`config.mk`:
```
export PLATFORM = sky130hd
export DESIGN_NAME = segment_fit_allocator_unit_flat
export DESIGN_NICKNAME = d
export VERILOG_FILES = /design/src/hdl/sfa_pkg.sv /design/src/hdl/sfa_if.sv /design/src/hdl/sfa_cell.sv /design/src/hdl/sfa_ctrl.sv /design/src/hdl/segment_fit_allocator_unit.sv /design/src/flat_wrapper.sv
export SDC_FILE = /design/constraint.sdc
export NUM_CORES = 2
export LEC_CHECK = 0
export BUFFER_PORTS_ARGS = -buffer_cell sky130_fd_sc_hd__buf_2
export CORE_MARGIN = 4
export CORE_UTILIZATION = 56
export CTS_CLUSTER_DIAMETER = 80
export CTS_CLUSTER_SIZE = 28
export DETAILED_ROUTE_END_ITERATION = 6
export GPL_TIMING_DRIVEN = 0
export PLACE_DENSITY = 0.75
export SLEW_MARGIN = 5
export SYNTH_ARGS = -nofsm -noshare
export SYNTH_HDL_FRONTEND = slang
export SYNTH_SLANG_ARGS = --single-unit
```
`constraint.sdc`:
```
create_clock -name i_clk -period 36.6 [get_ports i_clk]
set_input_delay 1.83 -clock i_clk [delete_from_list [all_inputs] [get_ports i_clk]]
set_output_delay 1.83 -clock i_clk [all_outputs]
set_load 0.03 [all_outputs]
```
`src/hdl/sfa_pkg.sv`:
```
// ----------------------------------------------------------------------------
// sfa_pkg
// Shared types and constants of the segment fit allocator.
// ----------------------------------------------------------------------------
`timescale 1ns / 1ps
`default_nettype none

package sfa_pkg;

    localparam int OWNER_W      = 16;
    localparam int SIZE_W       = 24;
    localparam int MAX_SEG_DEF  = 32;

    localparam logic [SIZE_W-1:0] TOTAL_RST  = 24'd1048576;
    localparam logic              POLICY_RST = 1'b1;
    localparam logic [SIZE_W-1:0] SIZE_MAX   = {SIZE_W{1'b1}};

    localparam logic REQ_ALLOC = 1'b0;
    localparam logic REQ_FREE  = 1'b1;

    localparam logic POL_BEST  = 1'b0;

    localparam logic [1:0] ST_OK      = 2'd0;
    localparam logic [1:0] ST_NO_MEM  = 2'd1;
    localparam logic [1:0] ST_FULL    = 2'd2;
    localparam logic [1:0] ST_NO_OWN  = 2'd3;

    localparam logic [0:0] REG_TOTAL  = 1'b0;
    localparam logic [0:0] REG_POLICY = 1'b1;

    typedef struct packed {
        logic [OWNER_W-1:0] owner;
        logic [SIZE_W-1:0]  size;
        logic               is_free;
    } t_seg;

    typedef struct packed {
        logic              load;
        logic [SIZE_W-1:0] total;
        logic              policy;
    } t_cfg;

endpackage

`default_nettype wire

```
`src/hdl/sfa_if.sv`:
```
// ----------------------------------------------------------------------------
// sfa_if
// Request and response channels of the segment fit allocator.
// ----------------------------------------------------------------------------
`timescale 1ns / 1ps
`default_nettype none

interface sfa_req_if
    import sfa_pkg::*;
();
    logic               valid;
    logic               ready;
    logic               req_type;
    logic [OWNER_W-1:0] owner_id;
    logic [SIZE_W-1:0]  request_size;

    modport source (output valid, req_type, owner_id, request_size, input ready);
    modport sink   (input valid, req_type, owner_id, request_size, output ready);
endinterface

interface sfa_rsp_if
    import sfa_pkg::*;
#(
    parameter int CNT_W = 6
) ();
    logic              valid;
    logic              ready;
    logic [1:0]        status;
    logic [SIZE_W-1:0] available_memory;
    logic [CNT_W-1:0]  segment_count;

    modport source (output valid, status, available_memory, segment_count, input ready);
    modport sink   (input valid, status, available_memory, segment_count, output ready);
endinterface

`default_nettype wire

```
`src/hdl/sfa_cell.sv`:
```
// ----------------------------------------------------------------------------
// sfa_cell
// One table slot; takes the entry at its input on every shift.
// ----------------------------------------------------------------------------
`timescale 1ns / 1ps
`default_nettype none

module sfa_cell
    import sfa_pkg::*;
(
    input  wire logic i_clk,
    input  wire logic i_shift,
    input  wire t_seg i_d,
    output t_seg      o_q
);

    t_seg r_seg;

    always_ff @(posedge i_clk) begin
        if (i_shift) begin
            r_seg <= i_d;
        end
    end

    assign o_q = r_seg;

endmodule

`default_nettype wire

```
`src/hdl/sfa_ctrl.sv`:
```
// ----------------------------------------------------------------------------
// sfa_ctrl
// Sequencer: scans the rotating table, plans the edit, rewrites the table.
// ----------------------------------------------------------------------------
`timescale 1ns / 1ps
`default_nettype none

module sfa_ctrl
    import sfa_pkg::*;
#(
    parameter int MAX_SEGMENTS = MAX_SEG_DEF
) (
    input  wire logic i_clk,
    input  wire logic i_rst_n,
    input  wire t_cfg i_cfg,
    sfa_req_if.sink   i_req,
    sfa_rsp_if.source o_rsp,
    input  wire t_seg i_head,
    input  wire t_seg i_n1,
    input  wire t_seg i_n2,
    output logic      o_shift,
    output t_seg      o_tail
);

    localparam int CW = $clog2(MAX_SEGMENTS + 2);
    localparam int UW = $clog2(MAX_SEGMENTS + 1);
    localparam logic [CW-1:0] K_LAST = CW'(MAX_SEGMENTS - 1);
    localparam logic [CW-1:0] K_ALL  = CW'(MAX_SEGMENTS);
    localparam logic [UW-1:0] U_MAX  = UW'(MAX_SEGMENTS);

    typedef enum logic [2:0] {S_IDLE, S_SCAN, S_PLAN, S_EDIT, S_RESP} t_state;
    typedef enum logic [1:0] {SRC_CUR, SRC_N1, SRC_N2, SRC_PREV} t_src;

    t_state             r_state;
    logic [CW-1:0]      r_k;
    logic               r_op;
    logic [OWNER_W-1:0] r_owner;
    logic [SIZE_W-1:0]  r_size;
    logic               r_found;
    logic [CW-1:0]      r_pick;
    logic [SIZE_W-1:0]  r_pick_size;
    logic               r_first_free;
    logic               r_lf;
    logic               r_rf;
    logic [SIZE_W-1:0]  r_lsize;
    logic [SIZE_W-1:0]  r_rsize;
    t_seg               r_prev;
    logic               r_ovr_en;
    logic [CW-1:0]      r_ovr_pos;
    t_seg               r_ovr;
    logic               r_ins_en;
    logic [CW-1:0]      r_ins_pos;
    logic [CW-1:0]      r_brk;
    t_src               r_lo;
    t_src               r_hi;
    logic [SIZE_W-1:0]  r_free_total;
    logic [UW-1:0]      r_used;
    logic [SIZE_W-1:0]  r_new_total;
    logic [UW-1:0]      r_new_used;
    logic [1:0]         r_status;
    logic               r_rsp_valid;
    logic [1:0]         r_rsp_status;
    logic [SIZE_W-1:0]  r_rsp_avail;
    logic [UW-1:0]      r_rsp_count;
    logic               r_policy;

    logic               w_valid_k;
    logic               w_cand;
    logic               w_better;
    logic               w_hit;
    logic [SIZE_W+1:0]  w_msum;
    logic [SIZE_W-1:0]  w_msat;
    logic [SIZE_W:0]    w_tsum;
    t_seg               w_new;
    t_seg               w_edit;

    function automatic t_seg pick_src(t_src s, t_seg c, t_seg a1, t_seg a2, t_seg p);
        t_seg r;
        case (s)
            SRC_CUR:  r = c;
            SRC_N1:   r = a1;
            SRC_N2:   r = a2;
            SRC_PREV: r = p;
            default:  r = c;
        endcase
        return r;
    endfunction

    assign w_valid_k = r_k < CW'(r_used);
    assign w_cand    = w_valid_k && i_head.is_free && (i_head.size >= r_size);
    assign w_better  = !r_found || ((r_policy != POL_BEST) ? (i_head.size > r_pick_size)
                                                          : (i_head.size < r_pick_size));
    assign w_hit     = w_valid_k && !r_found && !i_head.is_free && (i_head.owner == r_owner);

    assign w_msum = {2'b00, r_pick_size} + {2'b00, (r_lf ? r_lsize : {SIZE_W{1'b0}})}
                  + {2'b00, (r_rf ? r_rsize : {SIZE_W{1'b0}})};
    assign w_msat = (w_msum[SIZE_W+1:SIZE_W] != 2'b00) ? SIZE_MAX : w_msum[SIZE_W-1:0];
    assign w_tsum = {1'b0, r_free_total} + {1'b0, r_pick_size};

    assign w_new = '{owner: r_owner, size: r_size, is_free: 1'b0};

    always_comb begin
        if (r_ovr_en && (r_k == r_ovr_pos)) begin
            w_edit = r_ovr;
        end else if (r_ins_en && (r_k == r_ins_pos)) begin
            w_edit = w_new;
        end else if (r_k < r_brk) begin
            w_edit = pick_src(r_lo, i_head, i_n1, i_n2, r_prev);
        end else begin
            w_edit = pick_src(r_hi, i_head, i_n1, i_n2, r_prev);
        end
    end

    assign o_shift = (r_state == S_SCAN) || (r_state == S_EDIT);
    assign o_tail  = (r_state == S_EDIT) ? w_edit : i_head;

    assign i_req.ready            = (r_state == S_IDLE);
    assign o_rsp.valid            = r_rsp_valid;
    assign o_rsp.status           = r_rsp_status;
    assign o_rsp.available_memory = r_rsp_avail;
    assign o_rsp.segment_count    = r_rsp_count;

    always_ff @(posedge i_clk) begin
        if (!i_rst_n) begin
            r_state      <= S_IDLE;
            r_free_total <= TOTAL_RST;
            r_used       <= '0;
            r_policy     <= POLICY_RST;
            r_rsp_valid  <= 1'b0;
        end else begin
            if (r_rsp_valid && o_rsp.ready && (r_state != S_RESP)) begin
                r_rsp_valid <= 1'b0;
            end
            if (i_cfg.load) begin
                r_free_total <= i_cfg.total;
                r_used       <= '0;
            end
            r_policy <= i_cfg.policy;
            r_prev   <= i_head;

            case (r_state)
                S_IDLE: begin
                    r_k          <= '0;
                    r_found      <= 1'b0;
                    r_first_free <= 1'b0;
                    r_lf         <= 1'b0;
                    r_rf         <= 1'b0;
                    r_new_total  <= r_free_total;
                    r_new_used   <= r_used;
                    if (i_req.valid) begin
                        r_op    <= i_req.req_type;
                        r_owner <= i_req.owner_id;
                        r_size  <= i_req.request_size;
                        if ((i_req.req_type == REQ_ALLOC) && ((i_req.request_size == '0) ||
                                (i_req.request_size > r_free_total))) begin
                            r_status <= ST_NO_MEM;
                            r_state  <= S_RESP;
                        end else begin
                            r_state <= S_SCAN;
                        end
                    end
                end
                S_SCAN: begin
                    if (r_op == REQ_ALLOC) begin
                        if (r_k == '0) begin
                            r_first_free <= (r_used != '0) && i_head.is_free;
                        end
                        if (w_cand && w_better) begin
                            r_found     <= 1'b1;
                            r_pick      <= r_k;
                            r_pick_size <= i_head.size;
                        end
                    end else if (w_hit) begin
                        r_found     <= 1'b1;
                        r_pick      <= r_k;
                        r_pick_size <= i_head.size;
                        r_lf        <= (r_k != '0) && r_prev.is_free;
                        r_lsize     <= r_prev.size;
                        r_rf        <= ((r_k + 1'b1) < CW'(r_used)) && i_n1.is_free;
                        r_rsize     <= i_n1.size;
                    end
                    r_k <= r_k + 1'b1;
                    if (r_k == K_LAST) begin
                        r_state <= S_PLAN;
                    end
                end
                S_PLAN: begin
                    r_k      <= '0;
                    r_status <= ST_OK;
                    r_state  <= S_EDIT;
                    r_ovr_en <= 1'b0;
                    r_ins_en <= 1'b0;
                    r_brk    <= K_ALL;
                    r_lo     <= SRC_CUR;
                    r_hi     <= SRC_CUR;
                    if (r_op == REQ_ALLOC) begin
                        r_new_total <= r_free_total - r_size;
                        if (!r_found) begin
                            if (r_used == U_MAX) begin
                                r_status <= ST_FULL;
                                r_state  <= S_RESP;
                            end
                            r_ins_en   <= 1'b1;
                            r_ins_pos  <= '0;
                            r_brk      <= CW'(1);
                            r_hi       <= SRC_PREV;
                            r_new_used <= r_used + 1'b1;
                        end else if (r_pick_size == r_size) begin
                            r_ovr_en <= 1'b1;
                            r_ovr    <= '{owner: r_owner, size: r_size, is_free: 1'b0};
                            if (r_first_free && (r_pick != '0)) begin
                                r_ovr_pos  <= r_pick - 1'b1;
                                r_lo       <= SRC_N1;
                                r_new_used <= r_used - 1'b1;
                            end else begin
                                r_ovr_pos <= r_pick;
                            end
                        end else begin
                            if (r_used == U_MAX) begin
                                r_status <= ST_FULL;
                                r_state  <= S_RESP;
                            end
                            r_ovr <= '{owner: r_owner, size: r_pick_size - r_size,
                                       is_free: 1'b1};
                            r_ins_en <= 1'b1;
                            if (r_pick == '0) begin
                                r_ins_pos <= '0;
                                r_brk     <= '0;
                            end else if (r_first_free) begin
                                r_ovr_en  <= 1'b1;
                                r_ovr_pos <= r_pick - 1'b1;
                                r_ins_pos <= r_pick;
                                r_lo      <= SRC_N1;
                                r_brk     <= r_pick + 1'b1;
                            end else begin
                                r_ovr_en   <= 1'b1;
                                r_ovr_pos  <= r_pick;
                                r_ins_pos  <= r_pick + 1'b1;
                                r_brk      <= r_pick + CW'(2);
                                r_hi       <= SRC_PREV;
                                r_new_used <= r_used + 1'b1;
                            end
                        end
                    end else begin
                        if (!r_found) begin
                            r_status <= ST_NO_OWN;
                            r_state  <= S_RESP;
                        end
                        r_new_total <= w_tsum[SIZE_W] ? SIZE_MAX : w_tsum[SIZE_W-1:0];
                        r_new_used  <= r_used - UW'(r_lf) - UW'(r_rf);
                        r_ovr_en    <= 1'b1;
                        r_ovr       <= '{owner: r_owner, size: w_msat, is_free: 1'b1};
                        r_ovr_pos   <= r_lf ? (r_pick - 1'b1) : r_pick;
                        r_hi        <= (r_lf && r_rf) ? SRC_N2 : SRC_N1;
                        if (r_lf) begin
                            r_brk <= r_pick;
                        end else if (r_rf) begin
                            r_brk <= r_pick + 1'b1;
                        end
                    end
                end
                S_EDIT: begin
                    r_k <= r_k + 1'b1;
                    if (r_k == K_LAST) begin
                        r_free_total <= r_new_total;
                        r_used       <= r_new_used;
                        r_state      <= S_RESP;
                    end
                end
                S_RESP: begin
                    if (!r_rsp_valid || o_rsp.ready) begin
                        r_rsp_valid  <= 1'b1;
                        r_rsp_status <= r_status;
                        r_rsp_avail  <= r_free_total;
                        r_rsp_count  <= r_used;
                        r_state      <= S_IDLE;
                    end
                end
                default: r_state <= S_IDLE;
            endcase
        end
    end

endmodule

`default_nettype wire

```
`src/hdl/segment_fit_allocator_unit.sv`:
```
// ----------------------------------------------------------------------------
// segment_fit_allocator_unit
// Segment table allocator with best-fit / worst-fit policy and APB registers.
// ----------------------------------------------------------------------------
// The segment table sits in a ring of MAX_SEGMENTS cells that rotates one
// place a cycle while the ring is scanned or rewritten. An allocate or free
// item is taken in the idle state, then the ring is scanned in one full
// pass, the edit is planned, a second full pass rewrites the ring, and the
// result is loaded into the response register. The next item can be taken
// once the unit is back in the idle state. An allocate refused for size
// goes straight to the response; a full table or an unknown owner skips the
// rewrite. One item is in work at a time; the response register lets the
// next item in while the last result waits, and an item whose result is
// ready holds until that register is free. Register 0 (address 0) is
// total_memory, register 1 (address 4) is fit_policy.
// ----------------------------------------------------------------------------
`timescale 1ns / 1ps
`default_nettype none

module segment_fit_allocator_unit
    import sfa_pkg::*;
#(
    parameter int MAX_SEGMENTS = MAX_SEG_DEF
) (
    input  wire logic        i_clk,
    input  wire logic        i_rst_n,
    sfa_req_if.sink          i_req,
    sfa_rsp_if.source        o_rsp,
    input  wire logic        psel,
    input  wire logic        penable,
    input  wire logic        pwrite,
    input  wire logic [2:0]  paddr,
    input  wire logic [31:0] pwdata,
    output logic [31:0]      prdata,
    output logic             pready
);

    logic [SIZE_W-1:0] r_total_memory;
    logic              r_fit_policy;
    logic              w_wr;
    t_cfg              w_cfg;
    t_seg              w_cell [MAX_SEGMENTS];
    t_seg              w_n2;
    t_seg              w_tail;
    logic              w_shift;

    assign pready = 1'b1;
    assign w_wr   = psel && penable && pwrite;

    always_ff @(posedge i_clk) begin
        if (!i_rst_n) begin
            r_total_memory <= TOTAL_RST;
            r_fit_policy   <= POLICY_RST;
        end else if (w_wr) begin
            if (paddr[2] == REG_TOTAL) begin
                r_total_memory <= pwdata[SIZE_W-1:0];
            end else begin
                r_fit_policy <= pwdata[0];
            end
        end
    end

    assign prdata = (paddr[2] == REG_POLICY) ? {31'd0, r_fit_policy}
                                             : {{(32-SIZE_W){1'b0}}, r_total_memory};

    assign w_cfg = '{load:   w_wr && (paddr[2] == REG_TOTAL),
                     total:  pwdata[SIZE_W-1:0],
                     policy: r_fit_policy};

    genvar gi;
    generate
        for (gi = 0; gi < MAX_SEGMENTS; gi++) begin : g_cell
            if (gi == MAX_SEGMENTS - 1) begin : g_tail
                sfa_cell u_cell (
                    .i_clk   (i_clk),
                    .i_shift (w_shift),
                    .i_d     (w_tail),
                    .o_q     (w_cell[gi])
                );
            end else begin : g_body
                sfa_cell u_cell (
                    .i_clk   (i_clk),
                    .i_shift (w_shift),
                    .i_d     (w_cell[gi+1]),
                    .o_q     (w_cell[gi])
                );
            end
        end
        if (MAX_SEGMENTS > 2) begin : g_n2
            assign w_n2 = w_cell[2];
        end else begin : g_no_n2
            assign w_n2 = '0;
        end
    endgenerate

    sfa_ctrl #(
        .MAX_SEGMENTS (MAX_SEGMENTS)
    ) u_ctrl (
        .i_clk   (i_clk),
        .i_rst_n (i_rst_n),
        .i_cfg   (w_cfg),
        .i_req   (i_req),
        .o_rsp   (o_rsp),
        .i_head  (w_cell[0]),
        .i_n1    (w_cell[1]),
        .i_n2    (w_n2),
        .o_shift (w_shift),
        .o_tail  (w_tail)
    );

    a_count_bound: assert property (@(posedge i_clk) disable iff (!i_rst_n)
        o_rsp.valid |-> (o_rsp.segment_count <= MAX_SEGMENTS))
        else $error("segment count beyond table depth");

    a_full_count: assert property (@(posedge i_clk) disable iff (!i_rst_n)
        (o_rsp.valid && (o_rsp.status == ST_FULL)) |-> (o_rsp.segment_count == MAX_SEGMENTS))
        else $error("table full reported with free slots");

    a_one_item: assert property (@(posedge i_clk) disable iff (!i_rst_n)
        (i_req.valid && i_req.ready) |=> !i_req.ready)
        else $error("second item taken while one is in work");

endmodule

`default_nettype wire
```
`src/flat_wrapper.sv`:
```
// flat-port wrapper written by rule: the top's interface ports become plain ports
module segment_fit_allocator_unit_flat import sfa_pkg::*;
#(
    parameter int MAX_SEGMENTS = MAX_SEG_DEF
)
  (i_clk, i_rst_n, psel, penable, pwrite, paddr, pwdata, prdata, pready, i_req_valid, i_req_req_type, i_req_owner_id, i_req_request_size, i_req_ready, o_rsp_valid, o_rsp_status, o_rsp_available_memory, o_rsp_segment_count, o_rsp_ready);
  sfa_req_if i_req_i ();
  sfa_rsp_if o_rsp_i ();
  input  wire logic i_clk;
  input  wire logic i_rst_n;
  input  wire logic psel;
  input  wire logic penable;
  input  wire logic pwrite;
  input  wire logic [2:0] paddr;
  input  wire logic [31:0] pwdata;
  output logic [31:0] prdata;
  output logic pready;
  input wire logic [$bits(i_req_i.valid)-1:0] i_req_valid;
  input wire logic [$bits(i_req_i.req_type)-1:0] i_req_req_type;
  input wire logic [$bits(i_req_i.owner_id)-1:0] i_req_owner_id;
  input wire logic [$bits(i_req_i.request_size)-1:0] i_req_request_size;
  output wire logic [$bits(i_req_i.ready)-1:0] i_req_ready;
  output wire logic [$bits(o_rsp_i.valid)-1:0] o_rsp_valid;
  output wire logic [$bits(o_rsp_i.status)-1:0] o_rsp_status;
  output wire logic [$bits(o_rsp_i.available_memory)-1:0] o_rsp_available_memory;
  output wire logic [$bits(o_rsp_i.segment_count)-1:0] o_rsp_segment_count;
  input wire logic [$bits(o_rsp_i.ready)-1:0] o_rsp_ready;
  assign i_req_i.valid = i_req_valid;
  assign i_req_i.req_type = i_req_req_type;
  assign i_req_i.owner_id = i_req_owner_id;
  assign i_req_i.request_size = i_req_request_size;
  assign i_req_ready = i_req_i.ready;
  assign o_rsp_valid = o_rsp_i.valid;
  assign o_rsp_status = o_rsp_i.status;
  assign o_rsp_available_memory = o_rsp_i.available_memory;
  assign o_rsp_segment_count = o_rsp_i.segment_count;
  assign o_rsp_i.ready = o_rsp_ready;
  segment_fit_allocator_unit #(.MAX_SEGMENTS(MAX_SEGMENTS)) u_core (.i_clk(i_clk), .i_rst_n(i_rst_n), .i_req(i_req_i), .o_rsp(o_rsp_i), .psel(psel), .penable(penable), .pwrite(pwrite), .paddr(paddr), .pwdata(pwdata), .prdata(prdata), .pready(pready));
endmodule
```
# Yosys cells after proc, flatten, opt, wreduce, memory -nomap -nowiden

Index checks and enable logic that the tools add are counted.
W data, S select, Z words.

$add $sub $neg: 13
Multiply operators: 0
Div/mod/pow operators: 0
Magnitude comparators: 7
Equal/unequal tests: 34
Shift-type cells: 0
Multiplexer cells: 104
Bitwise logic cells: 4
Reductions and logical operators: 62

Operators with widths:

| kind                  | number |
|---|---|
| $pmux W41 S4          | 2 |
| $mux W24              | 12 |
| $mux W41              | 6 |
| $mux W6               | 29 |
| $add A24 B24 Y25      | 2 |
| $gt A24 B24 Y1        | 2 |
| $pmux W24 S2          | 1 |
| $sub A24 B24 Y24      | 2 |
| $reduce_and A4 Y1     | 9 |
| $mux W3               | 10 |
| $mux W2               | 14 |
| $add A25 B24 Y26      | 1 |
| $mux W25              | 1 |
| $eq A24 B24 Y1        | 1 |
| $ge A24 B24 Y1        | 1 |
| $logic_not A24 Y1     | 1 |
| $lt A24 B24 Y1        | 1 |
| $pmux W6 S2           | 2 |
| $mux W1               | 21 |
| $logic_and A1 B1 Y1   | 19 |
| $add A6 B1 Y6 const B | 3 |
| $lt A6 B6 Y1          | 3 |
| $reduce_bool A6 Y1    | 3 |
| $eq A16 B16 Y1        | 1 |
| other kinds (30)      | 77 |

Bits in registers: 1671
Latch bits: 0
RAM bits: 0
Memory bits (read-only): 0
Output and inout port bits: 67
Word-level logic and storage cells: 358
Memories: 0

# Logic depth before layout (Yosys ltp)

Depth in word-level cells: 7
Depth in mapped cells: 18
Mapped depth without buffers: 15

# Hierarchy

Synthesis repeated with hierarchy kept, for this count alone.

Cell total of the unflattened synthesis: 3744
Area, all modules: 64443.1 µm²

Modules (own cells, without submodules):

| module                     | instances | cells each | area each (µm²) |
|---|---|---|---|
| sfa_cell                   | 32        | 41         | 1231.2 |
| sfa_ctrl                   | 1         | 2284       | 23761.5 |
| segment_fit_allocator_unit | 1         | 148        | 1283.7 |

# Worst setup path after synthesis

Ideal clock, no wire load.

Kind: reg-to-reg
Start point: reg u_core.u_ctrl.r_state[0]
End point: reg u_core.g_cell[0].g_body.u_cell.r_seg, in the netlist u_core.g_cell[0].g_body.u_cell.o_q[0] (enable)
Library setup time: 10.009 ns
Data arrival time: 24.255 ns
Data required time: 26.591 ns
Slack: 2.336 ns
Cell stages (with the launch flop): 4
Path buffers: 1
Path through: dfxtp_1 > clkbuf_1 > nand2b_1 > clkinv_1

Longest elaborated chain between the ends: 2
Elaborated cells between the ends (all ways): 3
Classes of those cells: eq/ne (2); reduce/logical (1)

Ends and longest elaborated chain:

| element                                             | line            | text |
|---|---|---|
| start: declaration                                  | sfa_ctrl.sv:34  | `t_state r_state;` |
| start signal: assignment                            | sfa_ctrl.sv:125 | `r_state <= S_IDLE;` |
| start signal: assignment                            | sfa_ctrl.sv:157 | `r_state <= S_RESP;` |
| start signal: assignment                            | sfa_ctrl.sv:159 | `r_state <= S_SCAN;` |
| $eq A3 B1 Y1 / $eq A3 B2 Y1 (equally long branches) | sfa_ctrl.sv:114 | `assign o_shift = (r_state == S_SCAN) \|\| (r_state == S_EDIT);` |
| $logic_or A1 B1 Y1 (*)                              | sfa_ctrl.sv:114 |  |
| end signal: assignment                              | sfa_cell.sv:21  | `r_seg <= i_d;` |
| end: declaration                                    | sfa_cell.sv:17  | `t_seg r_seg;` |

Mark *: on every way between the ends. The rest lies on a longest branch, timed or not.
A chain may end at the register's enable or synchronous reset.

# Final worst setup path

Start point: reg u_core.u_ctrl.r_rf
End point: reg u_core.u_ctrl.r_ovr[22] in the netlist's numbering, data pin

Longest elaborated chain between the ends: 5

Ends and longest elaborated chain:

| element                  | line            | text |
|---|---|---|
| start: declaration       | sfa_ctrl.sv:44  | `logic r_rf;` |
| start signal: assignment | sfa_ctrl.sv:179 | `r_rf <= ((r_k + 1'b1) < CW'(r_used)) && i_n1.is_free;` |
| $mux W24 (*)             | sfa_ctrl.sv:96  | `+ {2'b00, (r_rf ? r_rsize : {SIZE_W{1'b0}})};` |
| $add A25 B24 Y26 (*)     | sfa_ctrl.sv:96  |  |
| $reduce_bool A2 Y1       | sfa_ctrl.sv:97  | `assign w_msat = (w_msum[SIZE_W+1:SIZE_W] != 2'b00) ? SIZE_MAX : w_msum[SIZE_W-1:0];` |
| $mux W24 (*)             | sfa_ctrl.sv:97  |  |
| $mux W41 (*)             | sfa_ctrl.sv:196 | `if (r_op == REQ_ALLOC) begin` |
| end signal: assignment   | sfa_ctrl.sv:210 | `r_ovr <= '{owner: r_owner, size: r_size, is_free: 1'b0};` |
| end signal: assignment   | sfa_ctrl.sv:223 | `r_ovr <= '{owner: r_owner, size: r_pick_size - r_size,` |
| end signal: assignment   | sfa_ctrl.sv:252 | `r_ovr <= '{owner: r_owner, size: w_msat, is_free: 1'b1};` |
| end: declaration         | sfa_ctrl.sv:50  | `t_seg r_ovr;` |

Marks and branches as above.

==> results.sh <==
export IMPL_rows=123
export IMPL_worstSetupEndpointType="register"
export IMPL_synthesis_instances=3694
export IMPL_asyncSetResetFlopFracSynth_pct=0
export IMPL_number_of_antenna_violations_at_the_first_check_in_global_routing=7
export IMPL_pwr_dens_mw_per_mm2=57.8
export IMPL_placement_io_buffers=129
export IMPL_postPlaceCellArea_sq_mm=0.0670
export IMPL_post_route_drc_count=0
export IMPL_design_final_nets=4237
export IMPL_max_clock_path_buffers=3
export IMPL_boundaryPins=150
export IMPL_tritoncts_clock_tree="yes"
export IMPL_vias_in_the_first_global_route=31100
export IMPL_routed_wirelength_um=124000
export IMPL_die_area_sq_mm=0.120
export IMPL_global_route_usage_total_pct=20.4
export IMPL_grt_first_pass_wirelength_um=188000
export IMPL_chipHeight_um=346
export IMPL_avgRoutedWirePerCell_um=22.8
export IMPL_whs_ns=0.407
export IMPL_die_w_um=346
export IMPL_drtAntennaViolNets=0
export IMPL_gp_congestion=0.924
export IMPL_normalized_max_slew_margin_pct=28.1
export IMPL_cts_repair_resized=0
export IMPL_leakagePower_nw=23.9
export IMPL_avgViaCountPerCell=5.85
export IMPL_cp_arrival_ns=5.90
export IMPL_tightest_slew_ns=1.07
export IMPL_rsz_0062_raised_after_global_routing="false"
export IMPL_first_pass_iters=6
export IMPL_clock_buffer_count_from_cts=76
export IMPL_diodes=0
export IMPL_setup_viol=0
export IMPL_largest_net_degree_at_the_start_of_global_routing=108
export IMPL_run_status="finished, final reports clean"
export IMPL_dominant_cells_by_area_after_synthesis="sky130_fd_sc_hd__edfxtp_1 (76%), sky130_fd_sc_hd__ha_1 (3.8%), sky130_fd_sc_hd__dfxtp_1 (1.9%), sky130_fd_sc_hd__mux4_2 (1.4%), sky130_fd_sc_hd__nand2_1 (1.4%)"
export IMPL_synth_edff_count=1610
export IMPL_yosysWarnings=0
export IMPL_worstSetupStartpointType="register"
export IMPL_final_design_area_no_fill_sq_mm=0.0694
export IMPL_drv_slew=0
export IMPL_area_growth_from_synthesis_to_final_layout_pct=8.52
export IMPL_finalSetupTns_ns=0
export IMPL_synth_seq_area_share_pct=77.5
export IMPL_globalRoute_totalOverflow=0
export IMPL_avgSynthCellArea_sq_um=17.3
export IMPL_core_area_sq_mm=0.113
export IMPL_number_of_library_cell_types_mapped_by_synthesis=81
export IMPL_worst_hold_path_type="register to register"
export IMPL_synth_largest_area_cell="sky130_fd_sc_hd__edfxtp_1"
export IMPL_clock_insertion_delay_worst_skew_ns=0.70
export IMPL_timing_hold_violations_final=0
export IMPL_skew_ns=0.0408
export IMPL_post_synth_top_area_fraction_pct=75.6
export IMPL_post_synth_instance_area_sq_mm=0.0639
export IMPL_start_util_pct=56.6
export IMPL_path_class="register to register"
export IMPL_cts_hold_buffers_added=0
export IMPL_numClockSinks=1670
export IMPL_synth_top_cells_by_count="sky130_fd_sc_hd__edfxtp_1 (1610), sky130_fd_sc_hd__nand2_1 (234), sky130_fd_sc_hd__ha_1 (195), sky130_fd_sc_hd__a21oi_1 (154), sky130_fd_sc_hd__o21ai_0 (142)"
export IMPL_period_share_pct=15.1
export IMPL_vias=31900
export IMPL_yosys_register_bits=1670
export IMPL_drtIter0Drc=3117
export IMPL_maxCapViolations=0
export IMPL_yosys_cell_count_top_type="sky130_fd_sc_hd__edfxtp_1"
export IMPL_synth_ff_type="sky130_fd_sc_hd__edfxtp_1"
export IMPL_worst_ir_drop_vdd_v=0.0000405
export IMPL_period_minus_slack_ns=5.51
export IMPL_hpwlAfterDp_um=84200
export IMPL_worst_ep_required_time_ns=36.99
export IMPL_h_tree_depth=3
export IMPL_worst_setup_hold_path_clk_slew_ns=0.11
export IMPL_clk_root_buffer_cell="sky130_fd_sc_hd__clkbuf_16"
export IMPL_cp_max_fo=10
export IMPL_achievable_frequency_ghz=0.182
export IMPL_final_layout_size_suffix_gt1_share_pct=9.57
export IMPL_postCtsSetupRepairBufs=0
-- flip-flops by register name, indices dropped and copies added (netlist names), 41 cells and up --
| signal | cells |
|---|---|
| u_core.u_ctrl.r_prev | 41 |
| u_core.u_ctrl.r_ovr | 41 |
| u_core.g_cell.g_body.u_cell.o_q | 1271 |
| u_core.g_cell.g_tail.u_cell.o_q | 41 |
-- stage by stage --
step	power (mW)	util [%]	setup WS, ns	cells
after detailed placement	3.06	59.4	31.11	5352
final	4.01	61.4	31.09	5460
after CTS	4.05	61.4	31.10	5460
after floorplan	3.27	-	2.34	3701
after global routing	4.19	61.4	30.81	5460
after global placement	3.54	58.8	-11.07	5330
-- final timing paths --
kind / from / to / slack, ns / depth (start not counted)
max: u_core.u_ctrl.r_rf / u_core.u_ctrl.r_ovr[22] / 31.09 / 16
min: u_core.g_cell[7].g_body.u_cell.o_q[40] / u_core.g_cell[6].g_body.u_cell.o_q[40] / 0.41 / 0
max reg2reg: u_core.u_ctrl.r_rf / u_core.u_ctrl.r_ovr[22] / 31.09 / 16
min reg2reg: u_core.g_cell[7].g_body.u_cell.o_q[40] / u_core.g_cell[6].g_body.u_cell.o_q[40] / 0.41 / 0
-- layout by cell type (no fill, tap or decap), types with 41 or more instances in the layout --
master and n:
sky130_fd_sc_hd__dfxtp_1 60, sky130_fd_sc_hd__clkbuf_16 77, sky130_fd_sc_hd__nand3_1 46, sky130_fd_sc_hd__inv_1 121
sky130_fd_sc_hd__ha_1 195, sky130_fd_sc_hd__xnor2_1 74, sky130_fd_sc_hd__buf_2 132, sky130_fd_sc_hd__and3_1 59
sky130_fd_sc_hd__o21ai_0 142, sky130_fd_sc_hd__a31oi_1 46, sky130_fd_sc_hd__mux4_2 41, sky130_fd_sc_hd__a21o_1 73
sky130_fd_sc_hd__mux2_2 44, sky130_fd_sc_hd__nor2_1 99, sky130_fd_sc_hd__a21oi_1 153, sky130_fd_sc_hd__nor2b_1 53
sky130_fd_sc_hd__edfxtp_1 1610, sky130_fd_sc_hd__a221o_1 44, sky130_fd_sc_hd__mux2i_1 47, sky130_fd_sc_hd__clkbuf_1 108
sky130_fd_sc_hd__and2_1 57, sky130_fd_sc_hd__xor2_1 44, sky130_fd_sc_hd__nand2_1 234
-- power by group --
group,switching [mW],internal (mW),leakage [nW]
Combinational,0.302,0.139,7.34
Clock,0.577,0.411,1.13
Sequential,0.102,2.48,15.4
Total,0.981,3.03,23.9
-- per-layer routing --
layer	GRT usage, %	up-vias	routed length, um
met2	31.1	968	55800
met3	2.47	208	6420
met1	30.9	16100	57700
met5	0	-	0
met4	7.32	0	4480
li1	-	14700	-
-- layout make-up --
class,count,area [sq um]
plain buffers,127,538
clock buffers,83,1950
clock inverters,25,367
fillers,8055,43600
inverters,122,463
multi-input cells,1782,13400
flip-flops and latches,1670,49500
well taps,1500,1880
repair buffers,151,1170
-- worst max-delay path: stages (launching register included) --
cell and delay (ns):
sky130_fd_sc_hd__edfxtp_1 0.56, sky130_fd_sc_hd__clkbuf_1 0.64, sky130_fd_sc_hd__clkbuf_1 0.43, sky130_fd_sc_hd__nand2_1 0.20, sky130_fd_sc_hd__fa_1 0.45, sky130_fd_sc_hd__inv_1 0.09, sky130_fd_sc_hd__ha_1 0.16, sky130_fd_sc_hd__a21o_1 0.12
sky130_fd_sc_hd__a21oi_1 0.09, sky130_fd_sc_hd__nand3b_1 0.23, sky130_fd_sc_hd__a211oi_1 0.61, sky130_fd_sc_hd__o21ai_0 0.29, sky130_fd_sc_hd__o21ai_0 0.27, sky130_fd_sc_hd__o2111ai_1 0.20, sky130_fd_sc_hd__a21oi_2 0.46, sky130_fd_sc_hd__buf_4 0.30
sky130_fd_sc_hd__a32oi_1 0.12
-- cell families (layout without fill, tap and decap cells) --
logic type	Yosys count	count (layout)	share of synthesized area (%)
buf+inv	249	508	1.56
simple gates	679	679	5.24
xor+xnor	118	118	1.62
flops	1670	1670	77.5
compound gates	620	620	6.37
fa+ha+maj	224	224	4.73
mux	132	132	2.96
other cells	2	9	0.0117
Power figures use the tool's default switching activity.
